**src/rtl/core/mmre_pkg.sv**
```systemverilog
// ----------------------------------------------------------------------------
// mmre_pkg: shared types and constants of the matrix row engine
// Matrix sizes, command codes, sequencer states and the token and write
// structs that travel between the sequencer, the cell chain and the queue.
// ----------------------------------------------------------------------------
package mmre_pkg;

	// Matrix dimensions: A is ROWS x INNER, B is INNER x COLS.
	localparam int ROWS  = 16;
	localparam int INNER = 16;
	localparam int COLS  = 16;

	// Index fields are 4 bits wide, so at most 16 columns are emitted.
	localparam int IDX_W    = 4;
	localparam int MAX_EMIT = 16;
	localparam int NEMIT    = (COLS < MAX_EMIT) ? COLS : MAX_EMIT;

	localparam int VAL_W  = 16;
	localparam int PROD_W = 2 * VAL_W;
	localparam int ACC_W  = 36;

	localparam int FIFO_AW = $clog2(MAX_EMIT);

	typedef enum logic [1:0] {
		CMD_WR_A = 2'd0,
		CMD_WR_B = 2'd1,
		CMD_COMP = 2'd2,
		CMD_NOP  = 2'd3
	} cmd_t;

	typedef enum logic [1:0] {
		ST_IDLE,
		ST_LOAD,
		ST_ISSUE,
		ST_DRAIN
	} seq_state_t;

	// Element write broadcast to every cell.
	typedef struct packed {
		logic                    a_en;
		logic                    b_en;
		logic [IDX_W-1:0]        row;
		logic [IDX_W-1:0]        col;
		logic signed [VAL_W-1:0] value;
	} wr_t;

	// Column token that walks the chain beside its partial sum.
	typedef struct packed {
		logic             valid;
		logic [IDX_W-1:0] col;
		logic             last;
	} tok_t;

	typedef struct packed {
		logic empty;
		logic full;
	} fifo_stat_t;

endpackage

```
**src/rtl/core/mmre_cell.sv**
```systemverilog
// ----------------------------------------------------------------------------
// mmre_cell: one multiply-accumulate cell of the chain
// Holds column k of A and row k of B, adds A[r][k]*B[k][j] to the partial
// sum passing through. Three register stages: B read, multiply, add.
// ----------------------------------------------------------------------------
module mmre_cell import mmre_pkg::*; (
	input  logic                    clk,
	input  logic                    arst_n,
	input  logic [IDX_W-1:0]        k_idx,
	input  wr_t                     wr,
	input  logic [IDX_W-1:0]        row_sel,
	input  tok_t                    tok_in,
	input  logic signed [ACC_W-1:0] psum_in,
	output tok_t                    tok_out,
	output logic signed [ACC_W-1:0] psum_out
);

	logic signed [VAL_W-1:0]  a_mem [ROWS];
	logic signed [VAL_W-1:0]  b_mem [COLS];
	logic signed [VAL_W-1:0]  a_q;
	logic signed [VAL_W-1:0]  b_s1;
	logic signed [PROD_W-1:0] prod_s2;
	logic signed [ACC_W-1:0]  psum_s1, psum_s2, psum_s3;
	tok_t                     tok_s1, tok_s2, tok_s3;

	// Local stores, registered reads
	always_ff @(posedge clk) begin
		if (wr.a_en && wr.col == k_idx) begin
			a_mem[wr.row] <= wr.value;
		end
		if (wr.b_en && wr.row == k_idx) begin
			b_mem[wr.col] <= wr.value;
		end
		a_q  <= a_mem[row_sel];
		b_s1 <= b_mem[tok_in.col];
	end

	// Payload stages
	always_ff @(posedge clk) begin
		psum_s1 <= psum_in;
		prod_s2 <= a_q * b_s1;
		psum_s2 <= psum_s1;
		psum_s3 <= psum_s2 + {{(ACC_W-PROD_W){prod_s2[PROD_W-1]}}, prod_s2};
	end

	always_ff @(posedge clk or negedge arst_n) begin
		if (!arst_n) begin
			tok_s1 <= '0;
			tok_s2 <= '0;
			tok_s3 <= '0;
		end else begin
			tok_s1 <= tok_in;
			tok_s2 <= tok_s1;
			tok_s3 <= tok_s2;
		end
	end

	assign tok_out  = tok_s3;
	assign psum_out = psum_s3;

endmodule

```
**config.mk**
```make
export PLATFORM = sky130hd
export DESIGN_NAME = mmre_cell
export DESIGN_NICKNAME = d
export VERILOG_FILES = /design/src/rtl/core/mmre_pkg.sv /design/src/rtl/core/mmre_cell.sv
export SDC_FILE = /design/constraint.sdc
export NUM_CORES = 1
export LEC_CHECK = 0
export BUFFER_PORTS_ARGS = -buffer_cell sky130_fd_sc_hd__buf_4
export CORE_MARGIN = 5
export CORE_UTILIZATION = 30
export CTS_BUF_LIST = sky130_fd_sc_hd__clkbuf_16
export DETAILED_ROUTE_END_ITERATION = 10
export SLEW_MARGIN = 15
export SYNTH_ARGS = -nofsm -noshare
export SYNTH_HDL_FRONTEND = slang
export SYNTH_SLANG_ARGS = --single-unit
```
**constraint.sdc**
```tcl
create_clock -name clk -period 5.4 [get_ports clk]
set_clock_uncertainty 0.1 [all_clocks]
set_input_delay 0.54 -clock clk [delete_from_list [all_inputs] [get_ports clk]]
set_output_delay 0.54 -clock clk [all_outputs]
set_load 0.05 [all_outputs]
```
==> flow_summary_export.csv <==
group,metric,value,unit
clock_tree,numCtsBuffers,77,
yosys,synth_edf_count,512,
die,coreArea,116000,um^2
yosys,synthFlopType,"edfxtp_1",
yosys,synth_nets,2756,
worst_setup_path,crit_start,"a_q[7]$_DFF_P_",
drt,dr.first_iter.drc_count,1296,
worst_setup_path,cp-end-kind,"register",
drt,wl,77.6,mm
final_layout,final_cell_mix,"edfxtp_1 (512), inv_1 (331), buf_4 (300)",
worst_setup_path,worst_setup_path_endpoint,"prod_s2[31]$_DFF_P_",
worst_setup_path,r2r_cells,20,
outcome,violations,"negative setup slack",
sta,fin_ws,-0.475,ns
final_layout,drive_gt1_frac,0.263,
worst_setup_path,worst_setup_path_start_kind,"register",
sta,hold_viol,0,
global_route,grt_max_degree,66,
global_route,grtUsageTotal,0.128,
outcome,outcome,"complete, but fails checks",
sta,fmax,170,MHz
worst_setup_path,reg2reg_from,"a_q[7]$_DFF_P_",
clock_tree,cts_tree,"done",
yosys,yosysSeqAreaShare,0.552,
clock_tree,cts_root_buffer,"clkbuf_16",
sta,worst_slew_pin_slew,1.08,ns
sta,period_share,1.09,
yosys,syn_inst,2298,
sta,relSlewSlack,0.277,
sta,finalSetupViolations,12,
global_route,grt_pass1_vias,20391,
yosys,avgSynthCellArea,15.2,um^2
clock_tree,clkTransAtPathRegs,0.06,ns
yosys,async_flop_share,0.0256,
die,die_area,123000,um^2
die,ios,120,
drt,dr.pass1.iters,6,
hold_path,hp-class,"input port to register",
drt,ant_nets,0,
worst_setup_path,critical_path_arrival,6.34,ns
die,floorplan.initialDensity,0.301,
die,fp.dieH,351,um
global_route,overflow,0,
worst_setup_path,critPathKind,"register to register",
worst_setup_path,reg2reg_slack,-0.47,ns
yosys,ys_warn_count,0,
placement,gp_congestion,0.791,
placement,place_area,39000,um^2
sta,hold_slack,0.154,ns
sta,rsz0062_at_grt,"yes",
run,max_cap_violations,0,
yosys,synth_seq_cells,702,
sta,drv_slew,0,
final_layout,nets,3112,
drt,drc,0,
final_layout,regArea,19300,um^2
global_route,antenna_found_initial,3,
clock_tree,cts_sinks,702,
drt,viasPerCell,4.45,
die,rows,125,
placement,io_buffers,119,
yosys,syn_area,34900,um^2
placement,dp_hpwl,51.7,mm
final_layout,n_fill_cell,10967,
final_layout,postLayoutCellArea,42400,um^2
final_layout,area_delta_synth_final,21.5,%
global_route,grt_pass1_wl,121,mm
worst_setup_path,worstPathRequired,5.86,ns
yosys,synthDistinctLibCells,58,
worst_setup_path,cp_max_fo,12,
clock_tree,clockBufferDepth,3,
clock_tree,htree_levels,3,
clock_tree,clk-insertion-delay-late,0.63,ns
worst_setup_path,worst_r2r_endpoint,"prod_s2[31]$_DFF_P_",
final_layout,post-route-util,0.366,
final_layout,multi_input_area,14600,um^2
drt,routedWlPerCell,18.3,um
sta,fin_crit,5.87,ns
drt,vias,18879,
die,die_w,351,um
final_layout,final_common_cell,"edfxtp_1",
==> metal layers <==
metal,track usage,share of wire
met2,0.211,0.48
met4,0.0302,0.019
met1,0.175,0.45
met5,0,0
met3,0.0265,0.057
==> Yosys cell counts (all sizes together), types with 2 or more instances <==
cell     instances  area share
a2111oi          2     0.00050
a211o            3     0.00075
a211oi           7      0.0018
a21o            34      0.0073
a21oi           51      0.0074
a221oi           2     0.00068
a22oi            2     0.00043
a31o             2     0.00050
a31oi            5      0.0011
a41oi            3     0.00097
and2           125       0.022
and3             6      0.0011
buf             19      0.0021
clkbuf          57      0.0061
dfrtp           18       0.013
dfxtp          172       0.099
edfxtp         512        0.44
fa             263        0.15
ha             117       0.042
inv            323       0.035
mux4           160        0.10
nand2          151       0.016
nand2b          18      0.0032
nand3           20      0.0029
nand4            3     0.00054
nor2            62      0.0067
nor2b            7      0.0013
nor3            10      0.0014
nor4             5     0.00090
nor4b            2     0.00050
o211ai           2     0.00043
o21a             5      0.0011
o21ai           31      0.0044
o21bai           4     0.00086
o22ai            2     0.00036
o31ai            3     0.00079
or3              4     0.00072
or3b             2     0.00050
xnor2           53       0.013
xor2            21      0.0053
==> state kept, by name (all words and copies together) (netlist names) <==
name / flops
a_mem: 256
a_q: 16
b_mem: 256
b_s1: 16
prod_s2: 32
psum_out: 36
psum_s1: 36
psum_s2: 36
tok_out: 6
tok_s1: 6
tok_s2: 6
==> what timing repair did <==
| item | in CTS | in global routing |
|---|---|---|
| buffers inserted | 16 | 14 |
| resized for setup | 70 | 47 |
| hold endpoints to repair | 56 | 0 |
| hold buffers | 39 | 0 |
| pin swaps | 15 | 30 |
| setup endpoints to repair | 15 | 16 |
==> per-stage QoR <==
stage / setup WS, ns / cells / setup TNS [ns]
after floorplan: -0.126 / 2298 / -0.325
after global placement: -0.516 / 4031 / -4.33
after detailed placement: -0.657 / 4031 / -5.77
after CTS: -0.384 / 4226 / -2.36
after global routing: -0.620 / 4240 / -5.36
final: -0.475 / 4241 / -2.93
==> cells by family (layout without fill, tap and decap cells) <==
family | count (synthesis) | in the layout | synth area share
AOI/OAI and AO/OA | 164 | 164 | 0.0310
xor gates and xnor gates | 74 | 74 | 0.0186
adders and majority gates | 380 | 380 | 0.193
buffers and inverters | 399 | 817 | 0.0430
DFF | 702 | 702 | 0.552
muxes | 161 | 161 | 0.104
other | 0 | 1 | 0
and+or+nand+nor | 418 | 418 | 0.0590
==> how the worst min path moves through the flow <==
stage	cells after the start	end	startpoint
2_1_floorplan	0	tok_out[0]$_DFF_PN0_	arst_n
3_3_place_gp	0	psum_s2[30]$_DFF_P_	psum_s1[30]$_DFF_P_
3_5_place_dp	0	psum_s2[17]$_DFF_P_	psum_s1[17]$_DFF_P_
4_1_cts	1	tok_s1[4]$_DFF_PN0_	tok_in[4]
5_1_grt	1	tok_s1[4]$_DFF_PN0_	tok_in[4]
6_report	1	tok_s1[4]$_DFF_PN0_	tok_in[4]
==> area by class of cell <==
class	instances	share of cell area
inverters	323	0.0286
multi-input cells	1197	0.345
well taps	1524	0.0450
repair buffers	353	0.0676
flip-flops and latches	702	0.456
clock buffers	77	0.0454
clock inverters	64	0.0121
diodes	1	0.0000590
==> critical path: stages, from the launching register on <==
cell,delay [ns]
dfxtp_4,0.40
buf_4,0.15
buf_4,0.13
and2_1,0.15
fa_1,0.55
fa_1,0.44
fa_1,0.55
fa_1,0.45
fa_1,0.50
inv_1,0.05
fa_1,0.47
inv_1,0.06
ha_4,0.22
a21o_1,0.17
a21o_1,0.21
a221oi_4,0.28
o31ai_4,0.13
a221oi_2,0.31
o21ai_1,0.15
o22ai_1,0.22
xnor2_1,0.14
Power is left out: the tool's default activity adds up to more than one toggle a clock period on the data nets, which glitch-free logic cannot reach.
