[config.mk]
export PLATFORM = sky130hd
export DESIGN_NAME = mmre_fifo_flat
export DESIGN_NICKNAME = d
export VERILOG_FILES = /design/src/rtl/core/mmre_pkg.sv /design/src/rtl/core/mmre_rsp_if.sv /design/src/rtl/core/mmre_fifo.sv /design/src/flat_wrapper.sv
export SDC_FILE = /design/constraint.sdc
export NUM_CORES = 1
export LEC_CHECK = 0
export ABC_AREA = 1
export BUFFER_PORTS_ARGS = -buffer_cell sky130_fd_sc_hd__buf_2
export CAP_MARGIN = 20
export CORE_UTILIZATION = 55
export DETAILED_ROUTE_END_ITERATION = 7
export GPL_TIMING_DRIVEN = 0
export PLACE_DENSITY = 0.76
export SLEW_MARGIN = 20
export SYNTH_ARGS = -nofsm -noshare
export SYNTH_HDL_FRONTEND = slang
export SYNTH_SLANG_ARGS = --single-unit
[constraint.sdc]
create_clock -name clk -period 5.9 [get_ports clk]
set_input_delay 0.59 -clock clk [delete_from_list [all_inputs] [get_ports clk]]
set_output_delay 0.59 -clock clk [all_outputs]
set_load 0.005 [all_outputs]
[src/rtl/core/mmre_pkg.sv]
// ----------------------------------------------------------------------------
// mmre_pkg: shared types and constants of the matrix row engine
// Matrix sizes, command codes, sequencer states and the token and write
// structs that travel between the sequencer, the cell chain and the queue.
// ----------------------------------------------------------------------------
package mmre_pkg;

	// Matrix dimensions: A is ROWS x INNER, B is INNER x COLS.
	localparam int ROWS  = 16;
	localparam int INNER = 16;
	localparam int COLS  = 16;

	// Index fields are 4 bits wide, so at most 16 columns are emitted.
	localparam int IDX_W    = 4;
	localparam int MAX_EMIT = 16;
	localparam int NEMIT    = (COLS < MAX_EMIT) ? COLS : MAX_EMIT;

	localparam int VAL_W  = 16;
	localparam int PROD_W = 2 * VAL_W;
	localparam int ACC_W  = 36;

	localparam int FIFO_AW = $clog2(MAX_EMIT);

	typedef enum logic [1:0] {
		CMD_WR_A = 2'd0,
		CMD_WR_B = 2'd1,
		CMD_COMP = 2'd2,
		CMD_NOP  = 2'd3
	} cmd_t;

	typedef enum logic [1:0] {
		ST_IDLE,
		ST_LOAD,
		ST_ISSUE,
		ST_DRAIN
	} seq_state_t;

	// Element write broadcast to every cell.
	typedef struct packed {
		logic                    a_en;
		logic                    b_en;
		logic [IDX_W-1:0]        row;
		logic [IDX_W-1:0]        col;
		logic signed [VAL_W-1:0] value;
	} wr_t;

	// Column token that walks the chain beside its partial sum.
	typedef struct packed {
		logic             valid;
		logic [IDX_W-1:0] col;
		logic             last;
	} tok_t;

	typedef struct packed {
		logic empty;
		logic full;
	} fifo_stat_t;

endpackage

[src/rtl/core/mmre_rsp_if.sv]
// ----------------------------------------------------------------------------
// mmre_rsp_if: result channel of the matrix row engine
// Valid/ready handshake carrying one C element, its column and the row end.
// ----------------------------------------------------------------------------
interface mmre_rsp_if import mmre_pkg::*; ();
	logic                    valid;
	logic                    ready;
	logic signed [ACC_W-1:0] product_value;
	logic [IDX_W-1:0]        out_col;
	logic                    last;

	modport source (output valid, output product_value, output out_col, output last,
		input ready);
	modport sink (input valid, input product_value, input out_col, input last,
		output ready);
endinterface

[src/rtl/core/mmre_fifo.sv]
// ----------------------------------------------------------------------------
// mmre_fifo: result queue
// Holds one full row of C so the chain never has to stall.
// ----------------------------------------------------------------------------
module mmre_fifo import mmre_pkg::*; (
	input  logic                    clk,
	input  logic                    arst_n,
	input  tok_t                    push_tok,
	input  logic signed [ACC_W-1:0] push_sum,
	mmre_rsp_if.source              rsp,
	output fifo_stat_t              stat
);

	typedef struct packed {
		logic signed [ACC_W-1:0] sum;
		logic [IDX_W-1:0]        col;
		logic                    last;
	} entry_t;

	entry_t             mem_q [MAX_EMIT];
	logic [FIFO_AW-1:0] wr_ptr_q, rd_ptr_q;
	logic [FIFO_AW:0]   count_q;
	logic               push, pop;

	assign push = push_tok.valid;
	assign pop  = rsp.valid && rsp.ready;

	assign stat.empty = (count_q == '0);
	assign stat.full  = (count_q == (FIFO_AW+1)'(MAX_EMIT));

	assign rsp.valid         = !stat.empty;
	assign rsp.product_value = mem_q[rd_ptr_q].sum;
	assign rsp.out_col       = mem_q[rd_ptr_q].col;
	assign rsp.last          = mem_q[rd_ptr_q].last;

	always_ff @(posedge clk) begin
		if (push) begin
			mem_q[wr_ptr_q] <= '{sum: push_sum, col: push_tok.col, last: push_tok.last};
		end
	end

	always_ff @(posedge clk or negedge arst_n) begin
		if (!arst_n) begin
			wr_ptr_q <= '0;
			rd_ptr_q <= '0;
			count_q  <= '0;
		end else begin
			if (push) begin
				wr_ptr_q <= wr_ptr_q + 1'b1;
			end
			if (pop) begin
				rd_ptr_q <= rd_ptr_q + 1'b1;
			end
			case ({push, pop})
				2'b10:   count_q <= count_q + 1'b1;
				2'b01:   count_q <= count_q - 1'b1;
				default: count_q <= count_q;
			endcase
		end
	end

	a_no_overflow: assert property (@(posedge clk) disable iff (!arst_n)
		push |-> !stat.full || pop)
		else $error("result queue overflow");

	a_count_tracks: assert property (@(posedge clk) disable iff (!arst_n)
		(push && !pop) |=> count_q == $past(count_q) + 1'b1)
		else $error("queue count lost a push");

	a_ptr_gap: assert property (@(posedge clk) disable iff (!arst_n)
		stat.empty |-> wr_ptr_q == rd_ptr_q)
		else $error("queue pointers disagree with empty count");

endmodule

[src/flat_wrapper.sv]
// flat-port wrapper written by rule: the top's interface ports become plain ports
module mmre_fifo_flat import mmre_pkg::*;
  (clk, arst_n, push_tok, push_sum, stat, rsp_valid, rsp_product_value, rsp_out_col, rsp_last, rsp_ready);
  mmre_rsp_if rsp_i ();
  input  logic clk;
  input  logic arst_n;
  input  tok_t push_tok;
  input  logic signed [ACC_W-1:0] push_sum;
  output fifo_stat_t stat;
  output wire logic [$bits(rsp_i.valid)-1:0] rsp_valid;
  output wire logic [$bits(rsp_i.product_value)-1:0] rsp_product_value;
  output wire logic [$bits(rsp_i.out_col)-1:0] rsp_out_col;
  output wire logic [$bits(rsp_i.last)-1:0] rsp_last;
  input wire logic [$bits(rsp_i.ready)-1:0] rsp_ready;
  assign rsp_valid = rsp_i.valid;
  assign rsp_product_value = rsp_i.product_value;
  assign rsp_out_col = rsp_i.out_col;
  assign rsp_last = rsp_i.last;
  assign rsp_i.ready = rsp_ready;
  mmre_fifo u_core (.clk(clk), .arst_n(arst_n), .push_tok(push_tok), .push_sum(push_sum), .rsp(rsp_i), .stat(stat));
endmodule
==> flow_metrics.py <==
metrics = {
    "worst_setup_path": {
        "start_kind": "flip-flop",
        "critPathBufInv": 4,
        "path_class": "flip-flop to output port",
        "cp.required_ps": 5310,
        "crit_fanout": 10,
        "r2r_setup_slack_ps": 3490,
        "slowest_delay_ps": 570,
        "setup.worst_path.end_class": "output port",
        "worst_ep_arrival_time_ps": 2800,
        "slowest_stage": "buf_1",
        "critPathTopFamily": "buffers and inverters",
        "cp_cell_sequence": "inv_1 > buf_2 > buf_1 > nand3_1 > nand2_1 > nand2_1 > buf_2",
    },
    "clocking": {
        "clk_pin_slew_ps": 60,
        "cts-root-buf": "clkbuf_16",
        "hold_buffers": 1,
        "cts_buffers": 68,
        "clkSinkCount": 669,
        "postCtsSetupBuffers": 0,
        "cts-resized-gates": 0,
        "cts_buffer_depth": 3,
        "clock_latency_ps": 600,
        "htree_levels": 3,
        "cts_tree": "yes",
    },
    "floorplan": {
        "num_rows": 82,
        "die_h_um": 228,
        "initial_core_util_pct": 56.0,
        "die_w_um": 228,
        "io_pins": 89,
        "core_area_sq_um": 50300,
        "dieArea_sq_um": 52100,
    },
    "status": {
        "outcome": "finished, final reports clean",
    },
    "sta": {
        "tightest_slew_ps": 852,
        "worst_hold_slack_ps": 351,
        "rsz0062_at_grt": "no",
        "period_share_pct": 57.4,
        "skew_ps": 22.5,
        "setup-tns-final_ps": 0,
        "hold_viol_final": 0,
        "period_minus_slack_ps": 3390,
        "drv_slew": 0,
        "fmax_ghz": 0.295,
        "layout_setup_ws_ps": 2510,
        "relSlewSlack_pct": 43.1,
        "setup_viol": 0,
    },
    "layout": {
        "final_cell_mix": "nand2_1, edfxtp_1, inv_1",
        "area_delta_synth_final_pct": 14.1,
        "drive_gt1_share_pct": 10.9,
        "final_common_cell": "nand2_1",
        "diodes": 0,
        "final_net_count": 2901,
        "finalNonFillerCells": 3566,
    },
    "hold_path": {
        "hp-class": "input port to flip-flop",
    },
    "grt": {
        "use_met1_pct": 34.8,
        "grt_busiest_layer": "met2",
        "grt_pass1_wl_mm": 106,
        "grt_pass1_vias": 18800,
        "grt_use_met3_pct": 4.14,
        "grt_start_max_net_pins": 24,
        "met2_usage_pct": 45.2,
        "track_usage_pct": 26.9,
        "antenna_found_initial": 0,
        "globalRouteOverflowTotal": 0,
    },
    "placement": {
        "numPortBuffers": 87,
        "placed_cells": 3447,
        "place.gp.congestion": 0.827,
        "dp_hpwl_mm": 45.1,
        "place_ws_ps": 3230,
    },
    "detailed_routing": {
        "routed_via_density": 5.34,
        "wl_mm": 68.9,
        "post-route-drc-count": 0,
        "vias": 19000,
        "wl_per_cell_um": 19.3,
        "drt_iter0_markers": 2311,
        "ant_nets": 0,
        "first_pass_iters": 6,
    },
    "synthesis": {
        "synth_area_leaders": "edfxtp_1, nand2_1, nand3_1, nor2_1, inv_1",
        "ys_warn_count": 0,
        "yosysUniqueCellTypes": 20,
        "seq_area_frac_synth_pct": 71.2,
        "ys_ff_latch": 669,
        "yosys.area.top_type": "edfxtp_1",
        "netlist_area_sq_um": 28100,
        "synth_area_per_cell_sq_um": 10.6,
        "netlist.area_leader.share_pct": 70.0,
        "netlist_instances": 2665,
        "synthesis.nets": 2720,
    },
    "pwr": {
        "p_per_area_nw_per_um2": 480,
        "vdd_ir_drop_max_v": 0.000345,
        "power.leakage_nw": 13.3,
        "power_w": 0.0154,
    },
    "flow_run": {
        "cap_viol_max_count": 0,
    },
}
[registers in the layout (all words and copies together), names as in the netlist]
signal / cells
u_core.mem_q: 656
u_core.count_q: 5
u_core.wr_ptr_q: 4
u_core.rd_ptr_q: 4
[layer usage]
layer / routed length, um / vias to the layer above / share of wire (%)
met5: 0 / - / 0
met4: 2390 / 0 / 3.5
met3: 5550 / 165 / 8.1
met2: 33800 / 925 / 49
met1: 27100 / 8960 / 39
li1: - / 8994 / -
[worst paths after layout]
path,startpoint,end,cells past startpoint
worst min-delay path,push_sum[0],u_core.mem_q[8][5],1
worst max register to register,u_core.count_q[0],u_core.count_q[4],12
max in group asynchronous,arst_n,u_core.rd_ptr_q[0],2
min in group asynchronous,arst_n,u_core.rd_ptr_q[3],2
worst max-delay path,u_core.rd_ptr_q[2],rsp_product_value[1],7
worst min register to register,u_core.count_q[4],u_core.count_q[4],2
[metrics by stage]
stage               util (%)  area (sq um)
floorplan                  -         28100
global placement        58.5         29400
detailed placement      59.8         30000
CTS                     63.9         32100
global route            63.9         32100
finish                  63.9         32100
[cells in the mapped netlist]
cell type and n:
buf_1 8, buf_2 85, buf_4 10, buf_6 1
clkbuf_1 22, dfrtp_1 13, edfxtp_1 656, fa_1 1
ha_1 9, inv_1 264, inv_2 3, nand2_1 1060
nand3_1 252, nand4_1 3, nor2_1 266, nor2_4 1
o21ai_0 3, o22ai_1 1, xnor2_1 2, xor2_1 5
[area by class of cell]
cell class | count | area (sq um)
clock inverters | 31 | 215
clock buffers | 87 | 1840
repair buffers | 111 | 958
plain buffers | 126 | 624
fillers | 3654 | 18200
flip-flops and latches | 669 | 20000
inverters | 267 | 1000
multi-input cells | 1603 | 6600
well taps | 672 | 841
[report_power, final]
group          switching (W)  total, W  internal (W)
Combinational        0.00394   0.00554       0.00160
Clock                0.00174   0.00403       0.00229
Sequential          0.000128   0.00585       0.00572
Total                0.00580    0.0154       0.00961
[cells by family (layout without fill, tap and decap cells)]
group / count (synthesis) / count (layout) / share of synthesized area (%)
compound gates: 4 / 4 / 0.0756
buf+inv: 393 / 622 / 5.78
simple gates: 1582 / 1582 / 22.3
xor+xnor: 7 / 7 / 0.218
fa+ha+maj: 10 / 10 / 0.471
flops: 669 / 669 / 71.2
Power figures use the tool's default switching activity.
