[config.mk]
export PLATFORM = sky130hd
export DESIGN_NAME = mmre_seq_flat
export DESIGN_NICKNAME = d
export VERILOG_FILES = /design/src/rtl/core/mmre_pkg.sv /design/src/rtl/core/mmre_req_if.sv /design/src/rtl/core/mmre_seq.sv /design/src/flat_wrapper.sv
export SDC_FILE = /design/constraint.sdc
export NUM_CORES = 1
export LEC_CHECK = 0
export BUFFER_PORTS_ARGS = -buffer_cell sky130_fd_sc_hd__buf_4
export CORE_MARGIN = 10
export CORE_UTILIZATION = 33
export CTS_BUF_LIST = sky130_fd_sc_hd__clkbuf_8
export CTS_CLUSTER_DIAMETER = 40
export DETAILED_ROUTE_END_ITERATION = 10
export MAX_ROUTING_LAYER = met4
export PLACE_DENSITY = 0.77
export SLEW_MARGIN = 20
export SYNTH_ARGS = -nofsm -noshare
export SYNTH_HDL_FRONTEND = slang
export SYNTH_SLANG_ARGS = --single-unit
[constraint.sdc]
create_clock -name clk -period 1.6 [get_ports clk]
set_clock_uncertainty 0.1 [all_clocks]
set_input_delay 0.16 -clock clk [delete_from_list [all_inputs] [get_ports clk]]
set_output_delay 0.16 -clock clk [all_outputs]
set_load 0.01 [all_outputs]
[src/rtl/core/mmre_pkg.sv]
// ----------------------------------------------------------------------------
// mmre_pkg: shared types and constants of the matrix row engine
// Matrix sizes, command codes, sequencer states and the token and write
// structs that travel between the sequencer, the cell chain and the queue.
// ----------------------------------------------------------------------------
package mmre_pkg;

	// Matrix dimensions: A is ROWS x INNER, B is INNER x COLS.
	localparam int ROWS  = 16;
	localparam int INNER = 16;
	localparam int COLS  = 16;

	// Index fields are 4 bits wide, so at most 16 columns are emitted.
	localparam int IDX_W    = 4;
	localparam int MAX_EMIT = 16;
	localparam int NEMIT    = (COLS < MAX_EMIT) ? COLS : MAX_EMIT;

	localparam int VAL_W  = 16;
	localparam int PROD_W = 2 * VAL_W;
	localparam int ACC_W  = 36;

	localparam int FIFO_AW = $clog2(MAX_EMIT);

	typedef enum logic [1:0] {
		CMD_WR_A = 2'd0,
		CMD_WR_B = 2'd1,
		CMD_COMP = 2'd2,
		CMD_NOP  = 2'd3
	} cmd_t;

	typedef enum logic [1:0] {
		ST_IDLE,
		ST_LOAD,
		ST_ISSUE,
		ST_DRAIN
	} seq_state_t;

	// Element write broadcast to every cell.
	typedef struct packed {
		logic                    a_en;
		logic                    b_en;
		logic [IDX_W-1:0]        row;
		logic [IDX_W-1:0]        col;
		logic signed [VAL_W-1:0] value;
	} wr_t;

	// Column token that walks the chain beside its partial sum.
	typedef struct packed {
		logic             valid;
		logic [IDX_W-1:0] col;
		logic             last;
	} tok_t;

	typedef struct packed {
		logic empty;
		logic full;
	} fifo_stat_t;

endpackage

[src/rtl/core/mmre_req_if.sv]
// ----------------------------------------------------------------------------
// mmre_req_if: request channel of the matrix row engine
// Valid/ready handshake carrying one command with its indices and value.
// ----------------------------------------------------------------------------
interface mmre_req_if import mmre_pkg::*; ();
	logic                    valid;
	logic                    ready;
	logic [1:0]              cmd;
	logic [IDX_W-1:0]        row;
	logic [IDX_W-1:0]        col;
	logic signed [VAL_W-1:0] value;

	modport source (output valid, output cmd, output row, output col, output value,
		input ready);
	modport sink (input valid, input cmd, input row, input col, input value,
		output ready);
endinterface

[src/rtl/core/mmre_seq.sv]
// ----------------------------------------------------------------------------
// mmre_seq: command sequencer
// Takes requests, broadcasts element writes, and for a compute selects the
// A row and feeds one column token per cycle into the cell chain.
// ----------------------------------------------------------------------------
module mmre_seq import mmre_pkg::*; (
	input  logic             clk,
	input  logic             arst_n,
	mmre_req_if.sink         req,
	input  fifo_stat_t       fifo_stat,
	input  tok_t             chain_tok,
	output wr_t              wr,
	output logic [IDX_W-1:0] row_sel,
	output tok_t             tok
);

	seq_state_t       state_q, state_nxt;
	logic [IDX_W-1:0] row_q;
	logic [IDX_W-1:0] col_q;
	logic             accept;
	logic             is_comp;
	logic             issue_last;

	assign accept     = req.valid && req.ready;
	assign is_comp    = (req.cmd == CMD_COMP) && (int'(req.row) < ROWS);
	assign issue_last = (col_q == IDX_W'(NEMIT - 1));

	// Next state
	always_comb begin
		state_nxt = state_q;
		case (state_q)
			ST_IDLE: begin
				if (accept && is_comp) begin
					state_nxt = ST_LOAD;
				end
			end
			ST_LOAD: begin
				if (fifo_stat.empty) begin
					state_nxt = ST_ISSUE;
				end
			end
			ST_ISSUE: begin
				if (issue_last) begin
					state_nxt = ST_DRAIN;
				end
			end
			ST_DRAIN: begin
				if (chain_tok.valid && chain_tok.last) begin
					state_nxt = ST_IDLE;
				end
			end
			default: state_nxt = ST_IDLE;
		endcase
	end

	// Outputs
	always_comb begin
		req.ready = 1'b0;
		tok       = '0;
		wr.row    = req.row;
		wr.col    = req.col;
		wr.value  = req.value;
		wr.a_en   = 1'b0;
		wr.b_en   = 1'b0;
		case (state_q)
			ST_IDLE: begin
				req.ready = 1'b1;
				wr.a_en = req.valid && (req.cmd == CMD_WR_A) &&
					(int'(req.row) < ROWS) && (int'(req.col) < INNER);
				wr.b_en = req.valid && (req.cmd == CMD_WR_B) &&
					(int'(req.row) < INNER) && (int'(req.col) < COLS);
			end
			ST_ISSUE: begin
				tok.valid = 1'b1;
				tok.col   = col_q;
				tok.last  = issue_last;
			end
			default: begin
				req.ready = 1'b0;
			end
		endcase
	end

	assign row_sel = row_q;

	always_ff @(posedge clk or negedge arst_n) begin
		if (!arst_n) begin
			state_q <= ST_IDLE;
			row_q   <= '0;
			col_q   <= '0;
		end else begin
			state_q <= state_nxt;
			if (accept && is_comp) begin
				row_q <= req.row;
			end
			if (state_q == ST_ISSUE) begin
				col_q <= col_q + 1'b1;
			end else begin
				col_q <= '0;
			end
		end
	end

endmodule

[src/flat_wrapper.sv]
// flat-port wrapper written by rule: the top's interface ports become plain ports
module mmre_seq_flat import mmre_pkg::*;
  (clk, arst_n, fifo_stat, chain_tok, wr, row_sel, tok, req_valid, req_cmd, req_row, req_col, req_value, req_ready);
  mmre_req_if req_i ();
  input  logic clk;
  input  logic arst_n;
  input  fifo_stat_t fifo_stat;
  input  tok_t chain_tok;
  output wr_t wr;
  output logic [IDX_W-1:0] row_sel;
  output tok_t tok;
  input wire logic [$bits(req_i.valid)-1:0] req_valid;
  input wire logic [$bits(req_i.cmd)-1:0] req_cmd;
  input wire logic [$bits(req_i.row)-1:0] req_row;
  input wire logic [$bits(req_i.col)-1:0] req_col;
  input wire logic [$bits(req_i.value)-1:0] req_value;
  output wire logic [$bits(req_i.ready)-1:0] req_ready;
  assign req_i.valid = req_valid;
  assign req_i.cmd = req_cmd;
  assign req_i.row = req_row;
  assign req_i.col = req_col;
  assign req_i.value = req_value;
  assign req_ready = req_i.ready;
  mmre_seq u_core (.clk(clk), .arst_n(arst_n), .req(req_i), .fifo_stat(fifo_stat), .chain_tok(chain_tok), .wr(wr), .row_sel(row_sel), .tok(tok));
endmodule
==> results of run 1 <==
worst max-delay path by stage:
stage	from	endpoint	slack, ns	depth (start not counted)
after floorplan	u_core.state_q[1]	u_core.state_q[0]	0.02	5
after global placement	u_core.state_q[0]	u_core.state_q[0]	0.002	5
after detailed placement	u_core.state_q[0]	u_core.state_q[0]	-0.13	5
after CTS	u_core.state_q[1]	u_core.state_q[0]	-0.01	6
after global routing	u_core.state_q[1]	wr[24]	-0.10	6
final	u_core.state_q[0]	tok[0]	-0.04	6
cell type report:
cell class,count,area [um^2]
repair buffers,39,325
well taps,28,35.0
multi-input cells,40,418
fillers,217,1130
flip-flops and latches,10,251
clock buffers,3,41.3
inverters,3,13.8
logic make-up after synthesis:
group           synth area share [%]
buf+inv                         25.0
flops                           32.6
fa+ha+maj                       9.79
mux                             5.87
simple gates                    16.8
xor+xnor                        2.28
compound gates                  7.67
cell usage after synthesis:
| cell type | instances | share of area, % |
|---|---|---|
| a21boi_0 | 1 | 0.98 |
| or2_2 | 1 | 0.82 |
| and2_2 | 1 | 0.98 |
| and2_1 | 5 | 4.1 |
| mux2_2 | 4 | 5.9 |
| nand4b_4 | 1 | 3.1 |
| dfrtp_1 | 10 | 33 |
| xor2_1 | 1 | 1.1 |
| a211oi_1 | 1 | 0.98 |
| buf_4 | 24 | 23 |
| nor2b_1 | 1 | 0.82 |
| nor3_1 | 2 | 1.3 |
| ha_1 | 6 | 9.8 |
| o211ai_1 | 1 | 0.98 |
| nand2_1 | 2 | 0.98 |
| nand3_1 | 1 | 0.65 |
| o21ai_0 | 2 | 1.3 |
| and3_1 | 2 | 1.6 |
| a211o_1 | 1 | 1.1 |
| xnor2_1 | 1 | 1.1 |
| nor3b_1 | 1 | 0.98 |
| a2bb2oi_1 | 1 | 1.1 |
| a2111oi_0 | 1 | 1.1 |
| inv_1 | 3 | 1.5 |
| nor2_1 | 3 | 1.5 |
sequential cells by signal, indices dropped and copies added, names as in the netlist:
signal	cells
u_core.col_q	4
u_core.row_sel	4
u_core.state_q	2
timing repair:
| action | 4_1_cts | 5_1_grt |
|---|---|---|
| gates resized for setup | 16 | 13 |
| endpoints found under the setup margin | 6 | 9 |
| hold endpoints to repair | 10 | 0 |
| buffers inserted | 5 | 1 |
| hold buffers | 1 | 0 |
| gates cloned | 0 | 0 |
| pin swaps | 7 | 0 |
routing by layer:
layer	GRT usage (%)	wire, um
met4	0.754	0
met5	-	0
met1	8.08	687
met3	4.08	198
met2	13.3	1020
worst max-delay path: cells and delay by family, from the launching register on:
family,cells,cell delay (ns)
flops,1,0.39
buf+inv,3,0.32
simple gates,2,0.30
fa+ha+maj,1,0.15
power by group:
part           internal [mW]  switching (mW)  total, mW  leakage [nW]
Clock                  0.164          0.0849      0.249        0.0216
Combinational          0.591           0.474       1.06         0.389
Sequential             0.356          0.0803      0.437         0.127
Total                   1.11           0.639       1.75         0.538
==> summary.txt, run 1 <==
Outcome
  – Outcome: finished with violations
  – Failing checks: setup timing

Synth
  – Netlist Area Pre-Place: 767 um^2
  – Netlist cell types: 25
  – Yosys warns: 0
  – Seq cells post-synth: 10
  – Mapped Cells: 77
  – Mapped Avg Cell Area: 9.96 um^2
  – Syn nets: 120
  – Sequential share of the synthesized area: 32.6%

Clocking
  – Worst-skew pair later-pin latency: 0.23 ns
  – Total clock sinks: 10
  – Number of buffers on the longest clock path: 2
  – Clk slew on worst S/H paths: 0.04 ns
  – Clk root buf: clkbuf_8
  – CTS tree: done
  – CTS Buf Count: 3
  – H-Tree Depth: 1

STA
  – Final setup violating endpoints: 3
  – Max Slew Vio Count: 0
  – RSZ-0062 raised after global routing: true
  – Fin Hold WS: 0.0758 ns
  – Period minus WS final: 1.64 ns
  – TNS Setup: -0.0628 ns
  – Final Cycle Share: 103%
  – Max frequency: 609 MHz
  – Worst Setup Slack, final: -0.0427 ns
  – Worst-Margin Slew: 0.282 ns
  – Final hold violations: 0
  – Slew headroom: 81.2%

Detailed routing
  – Vias per cell: 4.61
  – Post-Route WL: 1.90 mm
  – Remaining DRCs: 0
  – Vias: 567
  – Final ANT Viol Nets: 0
  – Drt initial violations: 24
  – TritonRoute pass-1 iters: 2
  – DR WL/cell: 15.5 um

Power and ir drop
  – Leakage: 0.538 nW
  – Power Density: 1610 mW/mm^2
  – Worst VDD drop: 613 uV
  – Total Power: 1.75 mW

Layout
  – Share of cells above drive strength 1: 68.4%
  – Fin area: 0.00108 mm^2
  – Area growth syn-to-layout: 41.4%
  – Fin cells: 123
  – Commonest non-fill, non-tap cell in the layout: buf_4
  – Net total in the final layout: 140
  – Post-route core utilization: 49.0%
  – Most frequent cells in the layout: buf_4, dfrtp_1, buf_6
  – N_diodes: 0

Worst setup path
  – CP Capture Type: output pin
  – Required time of the critical path: 1.34 ns
  – CP most frequent cell: buf_6
  – Startpoint types: register
  – CP Data Arrival Time: 1.38 ns
  – Reg-to-Reg Start: u_core.state_q[1]
  – Max FO, Critical Path: 4
  – Worst reg-to-reg setup slack: 0.01 ns
  – CP max stage delay: 0.39 ns
  – Crit path kind: reg2out
  – Critical path, cell by cell: inv_2, ha_4, buf_6, and2_4, and3_4, buf_6
  – Reg-to-reg endpoint: u_core.state_q[0]
  – Reg2Reg Depth: 5
  – Slowest CP cell: dfrtp_1

GRT
  – GR Overflow Total: 0
  – Global-route wire length before repair: 2.81 mm
  – Tot GR Track Use: 7.77%
  – Vias in the first global route: 599
  – Largest net degree at the start of global routing: 11
  – Initial antenna violation count: 0

Floorplan
  – Core area: 0.00221 mm^2
  – Die H: 68.2 um
  – Die Span X: 68.2 um
  – Die Outline Area: 0.00465 mm^2
  – Row cnt: 17
  – Starting density of the core: 34.7%
  – Ports: 74

Placement
  – Buffers on Ports: 28
  – Gp weighted congestion: 0.742
  – DP HPWL: 1.44 mm
  – Area post-placement: 877 um^2
  – Pre-CTS WS: -0.131 ns
  – DP Cell Count: 113

Worst hold path
  – Hold EP: u_core.row_sel[2]
  – Worst hold stages: 2
  – Min-delay worst type: in2reg
  – Hold path start: req_row[2]

Run
  – Max_cap viols: 0
(Power assumes the default switching activity.)
==> run 2: changes to the inputs <==
--- a/config.mk
+++ b/config.mk
@@ -6,13 +6,15 @@
 export NUM_CORES = 1
 export LEC_CHECK = 0
 export BUFFER_PORTS_ARGS = -buffer_cell sky130_fd_sc_hd__buf_4
+export CELL_PAD_IN_SITES_DETAIL_PLACEMENT = 0
+export CELL_PAD_IN_SITES_GLOBAL_PLACEMENT = 2
 export CORE_MARGIN = 10
-export CORE_UTILIZATION = 33
+export CORE_UTILIZATION = 17
 export CTS_BUF_LIST = sky130_fd_sc_hd__clkbuf_8
 export CTS_CLUSTER_DIAMETER = 40
 export DETAILED_ROUTE_END_ITERATION = 10
 export MAX_ROUTING_LAYER = met4
-export PLACE_DENSITY = 0.77
+export PLACE_DENSITY_LB_ADDON = 0.1
 export SLEW_MARGIN = 20
 export SYNTH_ARGS = -nofsm -noshare
 export SYNTH_HDL_FRONTEND = slang
==> run 2 against run 1 <==
The flow still finishes with violations (setup timing). Combinational power hardly changed. Worst setup slack better by 0.023 ns. Cell area is 3.1% higher. Clock-buffer cell count stayed put. Critical path depth stayed put. Non-clock buffer count is 1 higher. Via count is 0.18% lower. Sequential share of layout area is 0.70 points lower. Wire length is 2.9% higher. Maximum frequency is 1.4% higher. Critical path type unchanged. Critical endpoint is now wr[24].
==> summary.txt, run 2 (same netlist as run 1, synthesis figures left out) <==
STA
  – Final hold violations: 0
  – RSZ-0062 raised after global routing: true
  – Worst Setup Slack, final: -0.0198 ns
  – TNS Setup: -0.0214 ns
  – Final Cycle Share: 101%
  – Final setup violating endpoints: 2
  – Slew headroom: 80.0%
  – Max Slew Vio Count: 0
  – Max frequency: 617 MHz
  – Period minus WS final: 1.62 ns
  – Worst-Margin Slew: 0.299 ns

GRT
  – Initial antenna violation count: 0
  – GR Overflow Total: 0
  – Tot GR Track Use: 5.38%
  – Global-route wire length before repair: 3.20 mm
  – Vias in the first global route: 639
  – Largest net degree at the start of global routing: 11

Detailed routing
  – TritonRoute pass-1 iters: 2
  – Post-Route WL: 1.96 mm
  – Drt initial violations: 7
  – Vias per cell: 3.82
  – Vias: 566
  – Remaining DRCs: 0
  – Final ANT Viol Nets: 0
  – DR WL/cell: 13.2 um

Power and ir drop
  – Net Switching: 0.624 mW
  – Leakage: 0.541 nW
  – Clk network pwr share: 14.3%
  – Reg power frac: 24.7%
  – P_int: 1.13 mW
  – Worst VDD drop: 507 uV
  – Combinational power share: 60.9%
  – Sw Share: 35.6%
  – Power Density: 1570 mW/mm^2

Clocking
  – CTS tree: done
  – Worst-skew pair later-pin latency: 0.23 ns
  – Total clock sinks: 10
  – Number of buffers on the longest clock path: 2
  – CTS Buf Count: 3
  – H-Tree Depth: 1
  – Clk root buf: clkbuf_8
  – Clk slew on worst S/H paths: 0.05 ns

Worst hold path
  – Worst hold stages: 2
  – Hold EP: u_core.row_sel[3]
  – Hold path start: req_row[3]
  – Min-delay worst type: in2reg

Worst setup path
  – Startpoint types: register
  – Crit path kind: reg2out
  – CP Data Arrival Time: 1.36 ns
  – Reg-to-reg endpoint: u_core.state_q[0]
  – Required time of the critical path: 1.34 ns
  – Reg2Reg Depth: 5
  – CP Capture Type: output pin
  – Worst reg-to-reg setup slack: 0.01 ns
  – Reg-to-Reg Start: u_core.state_q[1]
  – Max FO, Critical Path: 4

Floorplan
  – Core area: 0.00435 mm^2
  – Die H: 87.2 um
  – Starting density of the core: 17.6%
  – Row cnt: 24
  – Die Span X: 87.2 um
  – Ports: 74
  – Die Outline Area: 0.00760 mm^2

Layout
  – Commonest non-fill, non-tap cell in the layout: buf_4
  – Net total in the final layout: 141
  – Share of cells above drive strength 1: 67.7%
  – Area growth syn-to-layout: 45.8%
  – N_diodes: 0
  – Register area: 251 um^2
  – Post-route core utilization: 25.7%
  – Multi-input gate area: 418 um^2
  – Fin cells: 148
  – FILL cells: 470
  – Most frequent cells in the layout: buf_4, dfrtp_1, buf_6
  – Fin area: 0.00112 mm^2

Placement
  – Gp weighted congestion: 0.657
  – DP HPWL: 1.57 mm
  – DP Cell Count: 138
  – Pre-CTS WS: -0.0538 ns
  – Buffers on Ports: 28
  – Area post-placement: 915 um^2

Run
  – Max_cap viols: 0

Outcome
  – Failing checks: setup timing
  – Outcome: finished with violations
==> run 2: changes by cell type in the layout (fill, tap and decap cells not counted), sizes merged <==
cell / before / now
buf: 38 / 39
==> run 2: power groups by stage <==
stage | combinational, mW | clock [mW] | sequential (mW)
after global placement | 0.800 | 0 | 0.434
final | 1.07 | 0.251 | 0.434
after floorplan | 0.467 | 0 | 0.445
after global routing | 1.19 | 0.278 | 0.450
after CTS | 1.06 | 0.266 | 0.430
after detailed placement | 0.786 | 0 | 0.430
==> run 2: how the worst max path moves through the flow <==
stage / start / endpoint / slack, ns / depth (start not counted)
floorplan: u_core.state_q[1] / u_core.state_q[0] / 0.02 / 5
global placement: u_core.state_q[0] / u_core.state_q[0] / -0.11 / 5
detailed placement: u_core.state_q[1] / u_core.state_q[0] / -0.05 / 5
CTS: u_core.state_q[1] / wr[24] / -0.05 / 6
global route: u_core.state_q[1] / wr[24] / -0.09 / 6
finish: u_core.state_q[1] / wr[24] / -0.02 / 6
==> run 2: final cells by class <==
cell class,count,area share (%)
clock buffer,3,3.69
inverter,3,1.23
sequential,10,22.5
timing repair buffer,40,29.4
multi-input combinational,40,37.4
tap,52,5.82
==> run 2: critical path, cell delays in order, from the launching register on <==
cell	delay [ns]
dfrtp_2	0.45
inv_4	0.09
ha_4	0.15
buf_6	0.11
nand2_4	0.04
nor3b_2	0.15
buf_4	0.14
==> run 2: routing by layer <==
metal	wire length (um)	vias to the layer above	GRT usage, %	part of all wire (%)
met5	0	-	-	0
met4	19	0	2.75	0.97
met3	154	4	2.62	7.9
met2	915	30	7.20	47
met1	870	258	6.47	44
li1	-	274	-	-
==> run 2: what timing repair did <==
action / CTS / global route
setup endpoints to repair: 8 / 8
endpoints found under the hold margin: 10 / 0
gates resized for setup: 22 / 5
buffers inserted: 5 / 1
hold buffers: 1 / 0
pin swaps: 8 / 1
==> run 2: stage by stage <==
stage / power [mW] / hold WS [ns]
floorplan: 0.912 / -0.236
global placement: 1.23 / -0.0942
detailed placement: 1.22 / -0.0969
CTS: 1.76 / 0.0672
global route: 1.91 / 0.0725
finish: 1.75 / 0.0739
==> run 3: changes to the inputs <==
--- a/config.mk
+++ b/config.mk
@@ -15,6 +15,7 @@
 export DETAILED_ROUTE_END_ITERATION = 10
 export MAX_ROUTING_LAYER = met4
 export PLACE_DENSITY_LB_ADDON = 0.1
+export SKIP_CTS_REPAIR_TIMING = 1
 export SLEW_MARGIN = 20
 export SYNTH_ARGS = -nofsm -noshare
 export SYNTH_HDL_FRONTEND = slang
==> run 3 against run 2 <==
The run still ends with setup timing left. Cell count decreased by 0.68%. Sequential share of layout area decreased by 0.37 points. Combinational power about the same. Core utilization increased by 0.43 points. Sequential power increased by 3%. Cell area increased by 1.7%. First-iteration DRC count increased by 57%. Wire length increased by 0.66%. Die area unchanged. Register-to-register slack about the same. Critical path depth decreased by 1. Global-route usage decreased by 0.20 points. Critical path type unchanged. Largest cell class unchanged. Highest routed layer unchanged.
==> summary.txt, run 3 (same netlist as run 1, synthesis figures left out) <==
Worst hold path
  – Worst hold stages: 2
  – Hold path start: req_row[3]
  – Hold EP: u_core.row_sel[3]
  – Min-delay worst type: in2reg

Power and ir drop
  – Clk network pwr share: 14.2%
  – Combinational power share: 60.7%
  – Net Switching: 0.637 mW
  – Total Power: 1.77 mW
  – Worst VDD drop: 490 uV
  – Reg power frac: 25.2%
  – Leakage: 0.542 nW
  – Sw Share: 35.9%
  – P_int: 1.14 mW
  – Power Density: 1560 mW/mm^2

Layout
  – Net total in the final layout: 140
  – N_diodes: 0
  – Share of cells above drive strength 1: 69.5%
  – Most frequent cells in the layout: buf_4, buf_6, dfrtp_1
  – Area growth syn-to-layout: 48.3%
  – FILL cells: 460
  – Commonest non-fill, non-tap cell in the layout: buf_4
  – Fin cells: 147
  – Post-route core utilization: 26.1%

Floorplan
  – Row cnt: 24
  – Starting density of the core: 17.6%
  – Die Outline Area: 0.00760 mm^2
  – Ports: 74
  – Die H: 87.2 um
  – Core area: 0.00435 mm^2
  – Die Span X: 87.2 um

Worst setup path
  – Crit path kind: reg2out
  – CP most frequent cell: buf_6
  – Reg2Reg Depth: 6
  – Worst reg-to-reg setup slack: 0 ns
  – CP max stage delay: 0.45 ns
  – CP Capture Type: output pin
  – Reg-to-reg endpoint: u_core.state_q[0]
  – Reg-to-Reg Start: u_core.state_q[1]
  – Critical path, cell by cell: ha_4, buf_6, and2_4, and3_4, buf_6
  – Top delay family on crit path: flip-flops
  – Slowest CP cell: dfrtp_2
  – Buffers plus inverters on the worst setup path: 2
  – Startpoint types: register
  – CP Data Arrival Time: 1.38 ns
  – Max FO, Critical Path: 4
  – Required time of the critical path: 1.34 ns

Clocking
  – Clk root buf: clkbuf_8
  – Total clock sinks: 10
  – Worst-skew pair later-pin latency: 0.23 ns
  – CTS tree: done
  – H-Tree Depth: 1
  – CTS Buf Count: 3
  – Clk slew on worst S/H paths: 0.05 ns
  – Number of buffers on the longest clock path: 2

Detailed routing
  – Remaining DRCs: 0
  – Final ANT Viol Nets: 0
  – Drt initial violations: 11
  – TritonRoute pass-1 iters: 2
  – DR WL/cell: 13.4 um
  – Post-Route WL: 1.97 mm
  – Vias: 564
  – Vias per cell: 3.84

STA
  – Period minus WS final: 1.64 ns
  – Slew headroom: 82.2%
  – Final setup violating endpoints: 4
  – Final hold violations: 0
  – TNS Setup: -0.0668 ns
  – Final Cycle Share: 103%
  – Max Slew Vio Count: 0
  – Worst-Margin Slew: 0.267 ns
  – Worst Setup Slack, final: -0.0417 ns
  – Fin Hold WS: 0.0739 ns
  – RSZ-0062 raised after global routing: true
  – Max frequency: 609 MHz

Outcome
  – Outcome: finished with violations
  – Failing checks: setup timing

GRT
  – Vias in the first global route: 594
  – Global-route wire length before repair: 3.05 mm
  – GR Overflow Total: 0
  – Tot GR Track Use: 5.18%
  – Initial antenna violation count: 0
  – Largest net degree at the start of global routing: 11

Placement
  – Gp weighted congestion: 0.657
  – DP HPWL: 1.57 mm
  – Buffers on Ports: 28
  – DP Cell Count: 138

Run
  – Max_cap viols: 0
==> run 3: changes by cell type in the layout (fill, tap and decap cells not counted), sizes merged <==
cell / delta
buf: -1
==> run 3: worst max path at each step <==
stage / start / end / slack [ns] / cells past startpoint
after floorplan: u_core.state_q[1] / u_core.state_q[0] / 0.02 / 5
after global placement: u_core.state_q[0] / u_core.state_q[0] / -0.11 / 5
after detailed placement: u_core.state_q[1] / u_core.state_q[0] / -0.05 / 5
after CTS: u_core.state_q[0] / tok[0] / -0.21 / 6
after global routing: u_core.state_q[0] / tok[0] / -0.09 / 6
final: u_core.state_q[1] / tok[0] / -0.04 / 5
==> run 3: power by group through the flow <==
stage	Clock, mW	Sequential [mW]	Combinational [mW]
global placement	0	0.434	0.800
CTS	0.266	0.427	0.792
detailed placement	0	0.430	0.786
floorplan	0	0.445	0.467
finish	0.251	0.446	1.08
global route	0.278	0.463	1.19
==> run 3: final cells by class <==
class / instances / area, um^2 / share of cell area, %
Clock buffer: 3 / 41.3 / 3.63
Sequential cell: 10 / 251 / 22.1
Tap cell: 52 / 65.1 / 5.72
Multi-Input combinational cell: 40 / 434 / 38.2
Timing Repair Buffer: 39 / 329 / 28.9
Inverter: 3 / 16.3 / 1.43
==> run 3: stage by stage <==
| step | instance area, um^2 | setup WS [ns] |
|---|---|---|
| 2_1_floorplan | 782 | 0.0182 |
| 3_3_place_gp | 915 | -0.113 |
| 3_5_place_dp | 915 | -0.0538 |
| 4_1_cts | 956 | -0.207 |
| 5_1_grt | 1140 | -0.0910 |
| 6_report | 1140 | -0.0417 |
==> run 3: worst reg2reg max path: stages (launching register included) <==
cell,delay (ns)
dfrtp_2,0.43
inv_4,0.05
buf_4,0.13
ha_1,0.16
or2_2,0.31
a2111oi_4,0.21
a211oi_2,0.08
==> run 3: per-layer routing <==
| metal | up-vias | track usage [%] | part of all wire (%) | wire length, um |
|---|---|---|---|---|
| met5 | - | - | 0 | 0 |
| met4 | 0 | 2.75 | 0.96 | 19 |
| met3 | 4 | 2.62 | 8.5 | 167 |
| met2 | 30 | 6.93 | 47 | 932 |
| met1 | 260 | 6.15 | 43 | 852 |
| li1 | 270 | - | - | - |
